File: config.mk
export PLATFORM = sky130hd
export DESIGN_NAME = zero_run_decompressor_top
export DESIGN_NICKNAME = d
export VERILOG_FILES = /design/src/rtl/zrd_pkg.sv /design/src/rtl/zero_run_decompressor_top.sv /design/src/rtl/zrd_step.sv /design/src/rtl/zrd_outbuf.sv
export VERILOG_INCLUDE_DIRS = /design/src /design/src/rtl
export SDC_FILE = /design/constraint.sdc
export NUM_CORES = 1
export LEC_CHECK = 0
export BUFFER_PORTS_ARGS = -buffer_cell sky130_fd_sc_hd__clkbuf_2
export CAP_MARGIN = 40
export CORE_ASPECT_RATIO = 1.2
export CORE_MARGIN = 5
export CORE_UTILIZATION = 34
export DETAILED_ROUTE_END_ITERATION = 16
export SETUP_SLACK_MARGIN = 0.05
export SKIP_LAST_GASP = 1
export SLEW_MARGIN = 20
export SYNTH_ARGS = -nofsm -noshare
export SYNTH_HDL_FRONTEND = slang
export SYNTH_SLANG_ARGS = --single-unit
File: constraint.sdc
create_clock -name i_clk -period 20.9 [get_ports i_clk]
set_input_delay 3.135 -clock i_clk [delete_from_list [all_inputs] [get_ports i_clk]]
set_output_delay 3.135 -clock i_clk [all_outputs]
set_load 0.005 [all_outputs]
File: src/rtl/zero_run_decompressor_top_macros.svh
// assertion macros shared by the zero-run decompressor rtl
`ifndef ZERO_RUN_DECOMPRESSOR_TOP_MACROS_SVH
`define ZERO_RUN_DECOMPRESSOR_TOP_MACROS_SVH

`ifndef SYNTHESIS

// concurrent property checked at every edge out of reset
`define ZRD_ASSERT(lbl, clk, rst_n, prop, msg) \
    lbl: assert property (@(posedge clk) disable iff (!rst_n) prop) \
        else $error(msg);

// condition in this cycle implies a result in the next cycle
`define ZRD_ASSERT_NEXT(lbl, clk, rst_n, ante, cons, msg) \
    lbl: assert property (@(posedge clk) disable iff (!rst_n) (ante) |=> (cons)) \
        else $error(msg);

`else

`define ZRD_ASSERT(lbl, clk, rst_n, prop, msg)
`define ZRD_ASSERT_NEXT(lbl, clk, rst_n, ante, cons, msg)

`endif

`endif

File: src/rtl/zrd_pkg.sv
// shared types, codes and helpers of the zero-run decompressor
`default_nettype none

package zrd_pkg;

    // default longest varint in bytes
    localparam int MAX_VARINT_BYTES = 7;

    // most result items one input item can cause
    localparam int MAX_RESULTS = 3;

    // nibble value that calls for a varint extension
    localparam logic [3:0] NIBBLE_EXT = 4'd15;

    // decoder phases
    localparam logic [2:0] PH_TOKEN    = 3'd0;
    localparam logic [2:0] PH_LIT_EXT  = 3'd1;
    localparam logic [2:0] PH_LITERALS = 3'd2;
    localparam logic [2:0] PH_ZERO_EXT = 3'd3;
    localparam logic [2:0] PH_DRAIN    = 3'd4;

    // result kinds
    localparam logic [1:0] KIND_LITERAL = 2'd0;
    localparam logic [1:0] KIND_RUN     = 2'd1;
    localparam logic [1:0] KIND_DONE    = 2'd2;
    localparam logic [1:0] KIND_ERROR   = 2'd3;

    // error codes
    localparam logic [1:0] ERR_NONE     = 2'd0;
    localparam logic [1:0] ERR_NO_SPACE = 2'd1;
    localparam logic [1:0] ERR_CORRUPT  = 2'd2;

    // configuration register indexes
    localparam logic REG_INPUT_LENGTH    = 1'b0;
    localparam logic REG_OUTPUT_CAPACITY = 1'b1;

    // one result item
    typedef struct packed {
        logic [1:0]  kind;
        logic [7:0]  data_byte;
        logic [31:0] run_length;
        logic [31:0] total_length;
        logic [1:0]  error_code;
        logic        last;
    } t_result;

    // output room left, clamped at zero
    function automatic logic [31:0] room_left(input logic [31:0] cap,
                                              input logic [31:0] prod);
        return (cap > prod) ? (cap - prod) : 32'd0;
    endfunction

    // build a result item
    function automatic t_result make_result(input logic [1:0]  kind,
                                            input logic [7:0]  data_byte,
                                            input logic [31:0] run_length,
                                            input logic [31:0] total_length,
                                            input logic [1:0]  error_code,
                                            input logic        last);
        t_result r;
        r.kind         = kind;
        r.data_byte    = data_byte;
        r.run_length   = run_length;
        r.total_length = total_length;
        r.error_code   = error_code;
        r.last         = last;
        return r;
    endfunction

endpackage

`default_nettype wire

File: src/rtl/zero_run_decompressor_top.sv
// top level of the zero-run decompressor
//
//  channel   direction  handshake                     payload
//  in        sink       i_in_valid / o_in_ready       i_in_byte
//  out       source     o_out_valid / i_out_ready     o_kind, o_data_byte, o_run_length,
//                                                     o_total_length, o_error_code, o_last
//  cfg       sink       i_cfg_we (no wait)            i_cfg_idx, i_cfg_data
//
//  one compressed byte per cycle while the bank is free; a byte with more than one result
//  item holds the three-slot bank and the next byte waits until only its last item is left
//  a byte passes the input register, then the result bank, before its first item is sent
//  the whole frame step is one pass of logic between the input register and the bank
//  synchronous active-low reset clears the decoder state and both config registers
//  the input side stalls while a byte waits in the input register and the bank holds two
//  or more unsent items, or one unsent item that the receiver does not take in this cycle
`default_nettype none

`include "zero_run_decompressor_top_macros.svh"

module zero_run_decompressor_top #(
    parameter int MAX_VARINT_BYTES = zrd_pkg::MAX_VARINT_BYTES
) (
    input  logic        i_clk,
    input  logic        i_rst_n,
    input  logic        i_cfg_we,
    input  logic        i_cfg_idx,
    input  logic [31:0] i_cfg_data,
    input  logic        i_in_valid,
    output logic        o_in_ready,
    input  logic [7:0]  i_in_byte,
    output logic        o_out_valid,
    input  logic        i_out_ready,
    output logic [1:0]  o_kind,
    output logic [7:0]  o_data_byte,
    output logic [31:0] o_run_length,
    output logic [31:0] o_total_length,
    output logic [1:0]  o_error_code,
    output logic        o_last
);

    localparam int VW = 7 * MAX_VARINT_BYTES;
    localparam int SW = (MAX_VARINT_BYTES > 1) ? $clog2(MAX_VARINT_BYTES) : 1;

    logic [31:0]      r_input_length;
    logic [31:0]      r_output_capacity;
    logic             r_in_valid;
    logic [7:0]       r_in_byte;
    logic [2:0]       r_phase;
    logic [3:0]       r_zero_nibble;
    logic [VW-1:0]    r_varint;
    logic [SW-1:0]    r_shift_step;
    logic [31:0]      r_lits_left;
    logic [31:0]      r_consumed;
    logic [31:0]      r_produced;
    logic [2:0]       n_phase;
    logic [3:0]       n_zero_nibble;
    logic [VW-1:0]    n_varint;
    logic [SW-1:0]    n_shift_step;
    logic [31:0]      n_lits_left;
    logic [31:0]      n_consumed;
    logic [31:0]      n_produced;
    zrd_pkg::t_result step_res [zrd_pkg::MAX_RESULTS];
    logic [1:0]       step_count;
    zrd_pkg::t_result out_res;
    logic             bank_free;
    logic             fire;

    // configuration registers
    always_ff @(posedge i_clk) begin
        if (!i_rst_n) begin
            r_input_length    <= 32'd0;
            r_output_capacity <= 32'd0;
        end else if (i_cfg_we) begin
            case (i_cfg_idx)
                zrd_pkg::REG_INPUT_LENGTH:    r_input_length    <= i_cfg_data;
                zrd_pkg::REG_OUTPUT_CAPACITY: r_output_capacity <= i_cfg_data;
                default: begin
                end
            endcase
        end
    end

    // input register handshake
    assign fire       = r_in_valid && bank_free;
    assign o_in_ready = !r_in_valid || fire;

    always_ff @(posedge i_clk) begin
        if (!i_rst_n) begin
            r_in_valid <= 1'b0;
        end else if (i_in_valid && o_in_ready) begin
            r_in_valid <= 1'b1;
        end else if (fire) begin
            r_in_valid <= 1'b0;
        end
    end

    always_ff @(posedge i_clk) begin
        if (i_in_valid && o_in_ready) begin
            r_in_byte <= i_in_byte;
        end
    end

    // frame step logic
    zrd_step #(
        .MAX_VARINT_BYTES(MAX_VARINT_BYTES)
    ) u_step (
        .i_byte            (r_in_byte),
        .i_input_length    (r_input_length),
        .i_output_capacity (r_output_capacity),
        .i_phase           (r_phase),
        .i_zero_nibble     (r_zero_nibble),
        .i_varint          (r_varint),
        .i_shift_step      (r_shift_step),
        .i_lits_left       (r_lits_left),
        .i_consumed        (r_consumed),
        .i_produced        (r_produced),
        .o_phase           (n_phase),
        .o_zero_nibble     (n_zero_nibble),
        .o_varint          (n_varint),
        .o_shift_step      (n_shift_step),
        .o_lits_left       (n_lits_left),
        .o_consumed        (n_consumed),
        .o_produced        (n_produced),
        .o_res             (step_res),
        .o_count           (step_count)
    );

    // decoder state advances once per stepped byte
    always_ff @(posedge i_clk) begin
        if (!i_rst_n) begin
            r_phase       <= zrd_pkg::PH_TOKEN;
            r_zero_nibble <= 4'd0;
            r_varint      <= '0;
            r_shift_step  <= '0;
            r_lits_left   <= 32'd0;
            r_consumed    <= 32'd0;
            r_produced    <= 32'd0;
        end else if (fire) begin
            r_phase       <= n_phase;
            r_zero_nibble <= n_zero_nibble;
            r_varint      <= n_varint;
            r_shift_step  <= n_shift_step;
            r_lits_left   <= n_lits_left;
            r_consumed    <= n_consumed;
            r_produced    <= n_produced;
        end
    end

    // result bank
    zrd_outbuf u_outbuf (
        .i_clk       (i_clk),
        .i_rst_n     (i_rst_n),
        .i_load      (fire),
        .i_count     (step_count),
        .i_res       (step_res),
        .i_out_ready (i_out_ready),
        .o_valid     (o_out_valid),
        .o_res       (out_res),
        .o_free      (bank_free)
    );

    assign o_kind         = out_res.kind;
    assign o_data_byte    = out_res.data_byte;
    assign o_run_length   = out_res.run_length;
    assign o_total_length = out_res.total_length;
    assign o_error_code   = out_res.error_code;
    assign o_last         = out_res.last;

    `ZRD_ASSERT(a_drain_mid_job, i_clk, i_rst_n,
        (r_phase == zrd_pkg::PH_DRAIN) |-> (r_consumed != 32'd0), "drain outside a job")
    `ZRD_ASSERT(a_lits_pending, i_clk, i_rst_n,
        (r_phase == zrd_pkg::PH_LITERALS) |-> (r_lits_left != 32'd0),
        "literal phase with no literals left")

endmodule

`default_nettype wire

File: src/rtl/zrd_step.sv
// single-pass next-state and result logic for one compressed byte
`default_nettype none

module zrd_step #(
    parameter int MAX_VARINT_BYTES = zrd_pkg::MAX_VARINT_BYTES,
    localparam int VW = 7 * MAX_VARINT_BYTES,
    localparam int SW = (MAX_VARINT_BYTES > 1) ? $clog2(MAX_VARINT_BYTES) : 1,
    localparam int CW = (VW + 1 > 33) ? VW + 1 : 33
) (
    input  logic [7:0]       i_byte,
    input  logic [31:0]      i_input_length,
    input  logic [31:0]      i_output_capacity,
    input  logic [2:0]       i_phase,
    input  logic [3:0]       i_zero_nibble,
    input  logic [VW-1:0]    i_varint,
    input  logic [SW-1:0]    i_shift_step,
    input  logic [31:0]      i_lits_left,
    input  logic [31:0]      i_consumed,
    input  logic [31:0]      i_produced,
    output logic [2:0]       o_phase,
    output logic [3:0]       o_zero_nibble,
    output logic [VW-1:0]    o_varint,
    output logic [SW-1:0]    o_shift_step,
    output logic [31:0]      o_lits_left,
    output logic [31:0]      o_consumed,
    output logic [31:0]      o_produced,
    output zrd_pkg::t_result o_res [zrd_pkg::MAX_RESULTS],
    output logic [1:0]       o_count
);

    logic [2:0]       ph;
    logic [3:0]       zn;
    logic [VW-1:0]    vv;
    logic [SW-1:0]    vs;
    logic [31:0]      ll;
    logic [31:0]      prod;
    logic [1:0]       cnt;
    logic [1:0]       err;
    logic [32:0]      after;
    logic             is_last;
    logic [31:0]      job_rem;
    logic [VW-1:0]    vfeed;
    logic             v_over;
    logic             do_start;
    logic             do_after;
    logic             do_zrun;
    logic [CW-1:0]    l_val;
    logic [CW-1:0]    z_val;
    zrd_pkg::t_result res [zrd_pkg::MAX_RESULTS];

    // varint byte merged into the accumulated value
    always_comb begin
        vfeed = i_varint;
        for (int g = 0; g < MAX_VARINT_BYTES; g++) begin
            if (i_shift_step == SW'(g)) begin
                vfeed[7*g +: 7] = vfeed[7*g +: 7] | i_byte[6:0];
            end
        end
        v_over = i_byte[7] && (i_shift_step == SW'(MAX_VARINT_BYTES - 1));
    end

    // job position of this byte
    assign after   = {1'b0, i_consumed} + 33'd1;
    assign is_last = after >= {1'b0, i_input_length};
    assign job_rem = is_last ? 32'd0 : (i_input_length - after[31:0]);

    // frame decode for one byte
    always_comb begin
        ph       = i_phase;
        zn       = i_zero_nibble;
        vv       = i_varint;
        vs       = i_shift_step;
        ll       = i_lits_left;
        prod     = i_produced;
        cnt      = 2'd0;
        err      = zrd_pkg::ERR_NONE;
        do_start = 1'b0;
        do_after = 1'b0;
        do_zrun  = 1'b0;
        l_val    = '0;
        z_val    = '0;
        for (int k = 0; k < zrd_pkg::MAX_RESULTS; k++) begin
            res[k] = '0;
        end

        // main byte handling
        case (i_phase)
            zrd_pkg::PH_TOKEN: begin
                if (i_byte == 8'd0) begin
                    err = zrd_pkg::ERR_CORRUPT;
                end else begin
                    zn = i_byte[3:0];
                    if (i_byte[7:4] == zrd_pkg::NIBBLE_EXT) begin
                        vv = '0;
                        vs = '0;
                        ph = zrd_pkg::PH_LIT_EXT;
                    end else begin
                        do_start = 1'b1;
                        l_val    = CW'(i_byte[7:4]);
                    end
                end
            end
            zrd_pkg::PH_LIT_EXT: begin
                vv = vfeed;
                if (v_over) begin
                    err = zrd_pkg::ERR_CORRUPT;
                end else if (i_byte[7]) begin
                    vs = vs + SW'(1);
                end else begin
                    do_start = 1'b1;
                    l_val    = CW'(vfeed) + CW'(zrd_pkg::NIBBLE_EXT);
                end
            end
            zrd_pkg::PH_LITERALS: begin
                res[cnt] = zrd_pkg::make_result(zrd_pkg::KIND_LITERAL, i_byte, 32'd0,
                                                32'd0, zrd_pkg::ERR_NONE, 1'b0);
                cnt  = cnt + 2'd1;
                prod = prod + 32'd1;
                ll   = ll - 32'd1;
                if (ll == 32'd0) begin
                    do_after = 1'b1;
                end
            end
            zrd_pkg::PH_ZERO_EXT: begin
                vv = vfeed;
                if (v_over) begin
                    err = zrd_pkg::ERR_CORRUPT;
                end else if (i_byte[7]) begin
                    vs = vs + SW'(1);
                end else begin
                    do_zrun = 1'b1;
                    z_val   = CW'(vfeed) + CW'(zrd_pkg::NIBBLE_EXT);
                end
            end
            default: begin
                ph = zrd_pkg::PH_DRAIN;
            end
        endcase

        // literal count checks
        if (do_start) begin
            if (l_val > CW'(job_rem)) begin
                err = zrd_pkg::ERR_CORRUPT;
            end else if (l_val > CW'(zrd_pkg::room_left(i_output_capacity, prod))) begin
                err = zrd_pkg::ERR_NO_SPACE;
            end else if (l_val == '0) begin
                do_after = 1'b1;
            end else begin
                ll = l_val[31:0];
                ph = zrd_pkg::PH_LITERALS;
            end
        end

        // zero-run nibble once literals are through
        if (do_after) begin
            if (zn == zrd_pkg::NIBBLE_EXT) begin
                vv = '0;
                vs = '0;
                ph = zrd_pkg::PH_ZERO_EXT;
            end else begin
                do_zrun = 1'b1;
                z_val   = CW'(zn);
            end
        end

        // emit the zero run if it fits
        if (do_zrun) begin
            if (z_val > CW'(zrd_pkg::room_left(i_output_capacity, prod))) begin
                err = zrd_pkg::ERR_NO_SPACE;
            end else begin
                if (z_val != '0) begin
                    res[cnt] = zrd_pkg::make_result(zrd_pkg::KIND_RUN, 8'd0, z_val[31:0],
                                                    32'd0, zrd_pkg::ERR_NONE, 1'b0);
                    cnt  = cnt + 2'd1;
                    prod = prod + z_val[31:0];
                end
                ph = zrd_pkg::PH_TOKEN;
            end
        end

        // error item ends the frame
        if (err != zrd_pkg::ERR_NONE) begin
            res[cnt] = zrd_pkg::make_result(zrd_pkg::KIND_ERROR, 8'd0, 32'd0, 32'd0,
                                            err, 1'b1);
            cnt = cnt + 2'd1;
            ph  = zrd_pkg::PH_DRAIN;
        end

        // job end: done report or truncated frame
        if (is_last) begin
            if (ph == zrd_pkg::PH_TOKEN) begin
                res[cnt] = zrd_pkg::make_result(zrd_pkg::KIND_DONE, 8'd0, 32'd0, prod,
                                                zrd_pkg::ERR_NONE, 1'b1);
                cnt = cnt + 2'd1;
            end else if (ph != zrd_pkg::PH_DRAIN) begin
                res[cnt] = zrd_pkg::make_result(zrd_pkg::KIND_ERROR, 8'd0, 32'd0, 32'd0,
                                                zrd_pkg::ERR_CORRUPT, 1'b1);
                cnt = cnt + 2'd1;
            end
            ph   = zrd_pkg::PH_TOKEN;
            zn   = 4'd0;
            vv   = '0;
            vs   = '0;
            ll   = 32'd0;
            prod = 32'd0;
        end
    end

    assign o_phase       = ph;
    assign o_zero_nibble = zn;
    assign o_varint      = vv;
    assign o_shift_step  = vs;
    assign o_lits_left   = ll;
    assign o_consumed    = is_last ? 32'd0 : after[31:0];
    assign o_produced    = prod;
    assign o_res         = res;
    assign o_count       = cnt;

endmodule

`default_nettype wire

File: src/rtl/zrd_outbuf.sv
// result bank that holds the items of one input byte and sends them in order
`default_nettype none

`include "zero_run_decompressor_top_macros.svh"

module zrd_outbuf (
    input  logic             i_clk,
    input  logic             i_rst_n,
    input  logic             i_load,
    input  logic [1:0]       i_count,
    input  zrd_pkg::t_result i_res [zrd_pkg::MAX_RESULTS],
    input  logic             i_out_ready,
    output logic             o_valid,
    output zrd_pkg::t_result o_res,
    output logic             o_free
);

    logic [1:0]       r_left;
    logic [1:0]       n_left;
    zrd_pkg::t_result r_res [zrd_pkg::MAX_RESULTS];
    logic             pop;

    assign o_valid = r_left != 2'd0;
    assign o_res   = r_res[0];
    assign pop     = o_valid && i_out_ready;
    // bank can take new items when empty or once its last one leaves this cycle
    assign o_free  = (r_left == 2'd0) || ((r_left == 2'd1) && i_out_ready);

    // held item count
    always_comb begin
        if (i_load) begin
            n_left = i_count;
        end else if (pop) begin
            n_left = r_left - 2'd1;
        end else begin
            n_left = r_left;
        end
    end

    always_ff @(posedge i_clk) begin
        if (!i_rst_n) begin
            r_left <= 2'd0;
        end else begin
            r_left <= n_left;
        end
    end

    // item slots: load all, shift toward the head on each send
    always_ff @(posedge i_clk) begin
        if (i_load) begin
            r_res <= i_res;
        end else if (pop) begin
            for (int k = 0; k < zrd_pkg::MAX_RESULTS - 1; k++) begin
                r_res[k] <= r_res[k+1];
            end
        end
    end

    `ZRD_ASSERT(a_load_free, i_clk, i_rst_n, i_load |-> o_free, "result bank overwritten")
    `ZRD_ASSERT_NEXT(a_pop_count, i_clk, i_rst_n, pop && !i_load, r_left == $past(r_left) - 2'd1, "item count off after send")
    `ZRD_ASSERT(a_last_on_end, i_clk, i_rst_n, (o_valid && (o_res.kind == zrd_pkg::KIND_DONE || o_res.kind == zrd_pkg::KIND_ERROR)) |-> o_res.last, "final item without last")

endmodule

`default_nettype wire
==> flow_summary.ini <==
[sta]
setup_tns_ns = 0
whs_ns = 0.4517
period_share_pct = 67.70
fmax_mhz = 70.68
final-hold-violation-count = 0
grt_setup_unrepaired = no
report.final.slew_viol_count = 0
timing.final.ws_setup_ns = 6.752
finalClockSkew_ns = 0.03005
tightest_slew_ns = 0.9070
slew_headroom_pct = 39.31
period_needed_ns = 14.15
setup_viol = 0

[clock_tree]
cts_hold_buf = 0
numClockSinks = 410
cts_resized = 0
clock_latency_ns = 0.60
post_cts_buffers = 0
ctsLongestPathBuffers = 3
clock-root-buffer = clkbuf_16
cts_inserted_buffers = 43
htreeDepth = 2
cts_tree = built
clk_pin_slew_ns = 0.07

[floorplan]
die_h_um = 330.1
initial_core_util_pct = 34.25
io_pins = 125
dieArea_um2 = 91340
rows = 117
core_area_um2 = 84760
chipWidth_um = 276.7

[drt]
ant_nets = 0
drt-pass1-iter-count = 6
routedWlPerCell_um = 19.62
route.vias.total = 25470
drcViolationCount = 0
via_per_inst = 5.410
drt-initial-drc-count = 2355
wl_mm = 92.36

[final_layout]
drive_gt1_share_pct = 9.004
num-nets-final = 3833
area_growth_pct = 10.48
fillers = 8653
seqCellArea_um2 = 10090
multi_input_area_um2 = 17190

[critical_path]
endpoint_kind = register
required_ns = 21.22
criticalPathCategory = reg2reg
crit_family = compound AO/OA/AOI/OAI gates
start_kind = register
cp_slowest_cell = or4b_2
slowest_delay_ns = 0.69
crit_fanout = 44
worstPathArrival_ns = 14.47
path_buf_inv = 3

[global_route]
grt_max_degree = 101
grt.total_usage_pct = 19.54
grt_pass1_wl_mm = 142.8
antenna_found_initial = 2
grt_pass1_vias = 24080
grt-ovfl-total = 0

[power_and_ir_drop]
powerDensity_nw_per_um2 = 84.25
leakagePower_nw = 12.84
ir_drop_uv = 56.03

[status]
status = finished, final reports clean

[synth]
synth.avg_cell_area_um2 = 8.219
synth_area_um2 = 29030
ys_warn_count = 0
synthArstFlopShare_pct = 0
synth_cells = 3532
synth-seq-cells = 410
synthFlopType = dfxtp_1
ys_types = 93
yosysSeqAreaShare_pct = 34.76
synth-edff-count = 188

[hold_path]
hp-class = reg2reg

[placed_design]
place.gp.congestion = 0.9744
place_hpwl_mm = 70.80
port_buffers = 124
pre_cts_ws_ns = 6.855

[flow_run]
maxCapViolations = 0
-- cell usage in the layout, fill, tap and decap left out, types with 13 or more instances in the layout --
master | Yosys | final
a21oi_1 | 266 | 266
nand2_1 | 467 | 467
xor2_1 | 81 | 81
dfxtp_1 | 222 | 222
or3_1 | 28 | 28
inv_1 | 171 | 171
nor2b_1 | 30 | 29
and2_1 | 32 | 32
o21bai_1 | 14 | 14
and3_1 | 26 | 26
conb_1 | 1 | 28
nor3_1 | 96 | 96
nand4_1 | 57 | 57
nand3_1 | 75 | 74
clkbuf_16 | 0 | 43
o21ai_0 | 200 | 200
clkbuf_2 | 0 | 125
buf_4 | 76 | 60
nand2b_1 | 35 | 33
nor2_1 | 366 | 363
a22oi_1 | 54 | 54
ha_1 | 242 | 242
a21o_1 | 56 | 56
edfxtp_1 | 188 | 188
nand3b_1 | 26 | 26
clkbuf_1 | 160 | 15
o21a_1 | 29 | 29
a211oi_1 | 21 | 21
a31oi_1 | 40 | 39
xnor2_1 | 105 | 104
a22o_1 | 20 | 20
nor4_1 | 34 | 34
or2_2 | 13 | 13
o211ai_1 | 15 | 15
o31ai_1 | 40 | 40
-- cell usage after synthesis, drive strengths merged, types with 28 or more instances --
cell type  number  area [µm²]
a22oi          54       405.4
a21o           56       420.4
o21ai         205        1026
nor4           36       246.5
xor2           82       725.7
and2           32       200.2
o31ai          46       427.9
ha            242        3028
or3            28       175.2
o21a           29       217.7
clkbuf        160       600.6
buf           100       696.9
nand4          57       356.6
dfxtp         222        4444
nand3          75       375.4
nand2         467        1753
inv           173       649.4
nor2          366        1374
edfxtp        188        5645
a21oi         266        1331
nand2b         35       219.0
xnor2         105       919.6
nor2b          30       187.7
a31oi          40       250.2
nor3           97       490.5
-- worst register-to-register path: cells and delay by family, from the launching register on --
family          cells  cell delay [ns]
flops               1             0.41
simple gates       18             4.58
mux                 1             0.42
fa+ha+maj           5             1.51
buf+inv             3             0.94
xor+xnor            1             0.23
compound gates     25             5.79
-- cell families (layout without fill, tap and decap cells) --
kind of cell    after synthesis  after routing  synth area share [%]
mux                          16             16                0.5776
simple gates               1348           1348                 21.78
compound gates              892            892                 19.86
buf+inv                     433            450                 6.707
xor+xnor                    187            187                 5.668
other cells                   1             29               0.01292
fa+ha+maj                   245            245                 10.64
flops                       410            410                 34.76
-- through the flow --
| stage | total power, W | cells | instance area (µm²) | util (%) |
|---|---|---|---|---|
| floorplan | 0.001697 | 3559 | 29130 | - |
| global placement | 0.001919 | 4611 | 30400 | 35.86 |
| detailed placement | 0.001930 | 4623 | 30610 | 36.12 |
| CTS | 0.002712 | 4702 | 32000 | 37.75 |
| global route | 0.002865 | 4706 | 32070 | 37.83 |
| finish | 0.002702 | 4707 | 32070 | 37.84 |
-- routing by layer --
metal | vias to the layer above | part of all wire (%) | track usage (%)
li1 | 12520 | - | -
met1 | 11970 | 42 | 24.37
met2 | 772 | 48 | 33.62
met3 | 200 | 4.9 | 2.198
met4 | 0 | 5.8 | 9.962
met5 | - | 0 | 0
-- layout make-up --
type | count | area share [%]
repair buffers | 198 | 4.140
flip-flops and latches | 410 | 31.46
multi-input cells | 2716 | 53.61
diodes | 1 | 0.007803
clock buffers | 62 | 3.703
well taps | 1130 | 4.409
clock inverters | 17 | 0.6242
inverters | 173 | 2.040
-- state kept, by name (all words and copies together) (netlist names) --
register           flops
r_output_capacity     32
r_shift_step           3
r_zero_nibble          4
r_varint              49
r_produced            32
r_in_valid             1
r_phase                3
u_outbuf.o_res        76
r_consumed            32
r_input_length        32
u_outbuf.r_res       104
r_lits_left           32
r_in_byte              8
u_outbuf.r_left        2
-- power by group --
group          internal [W]  switching (W)  leakage [nW]
combinational      0.000324       0.000582          8.54
sequential         0.000974      0.0000448          3.62
clock              0.000447       0.000330         0.680
-- path summary, 6_finish.rpt --
path	start	end	slack (ns)	depth (start not counted)
setup / recovery	r_consumed[2]	u_outbuf.o_res[50]	6.75	53
hold / removal	r_zero_nibble[2]	r_zero_nibble[2]	0.45	2
hold reg to reg	r_zero_nibble[2]	r_zero_nibble[2]	0.45	2
setup reg to reg	r_consumed[2]	u_outbuf.o_res[50]	6.75	53
No activity file was read; power rests on OpenSTA's default activity.
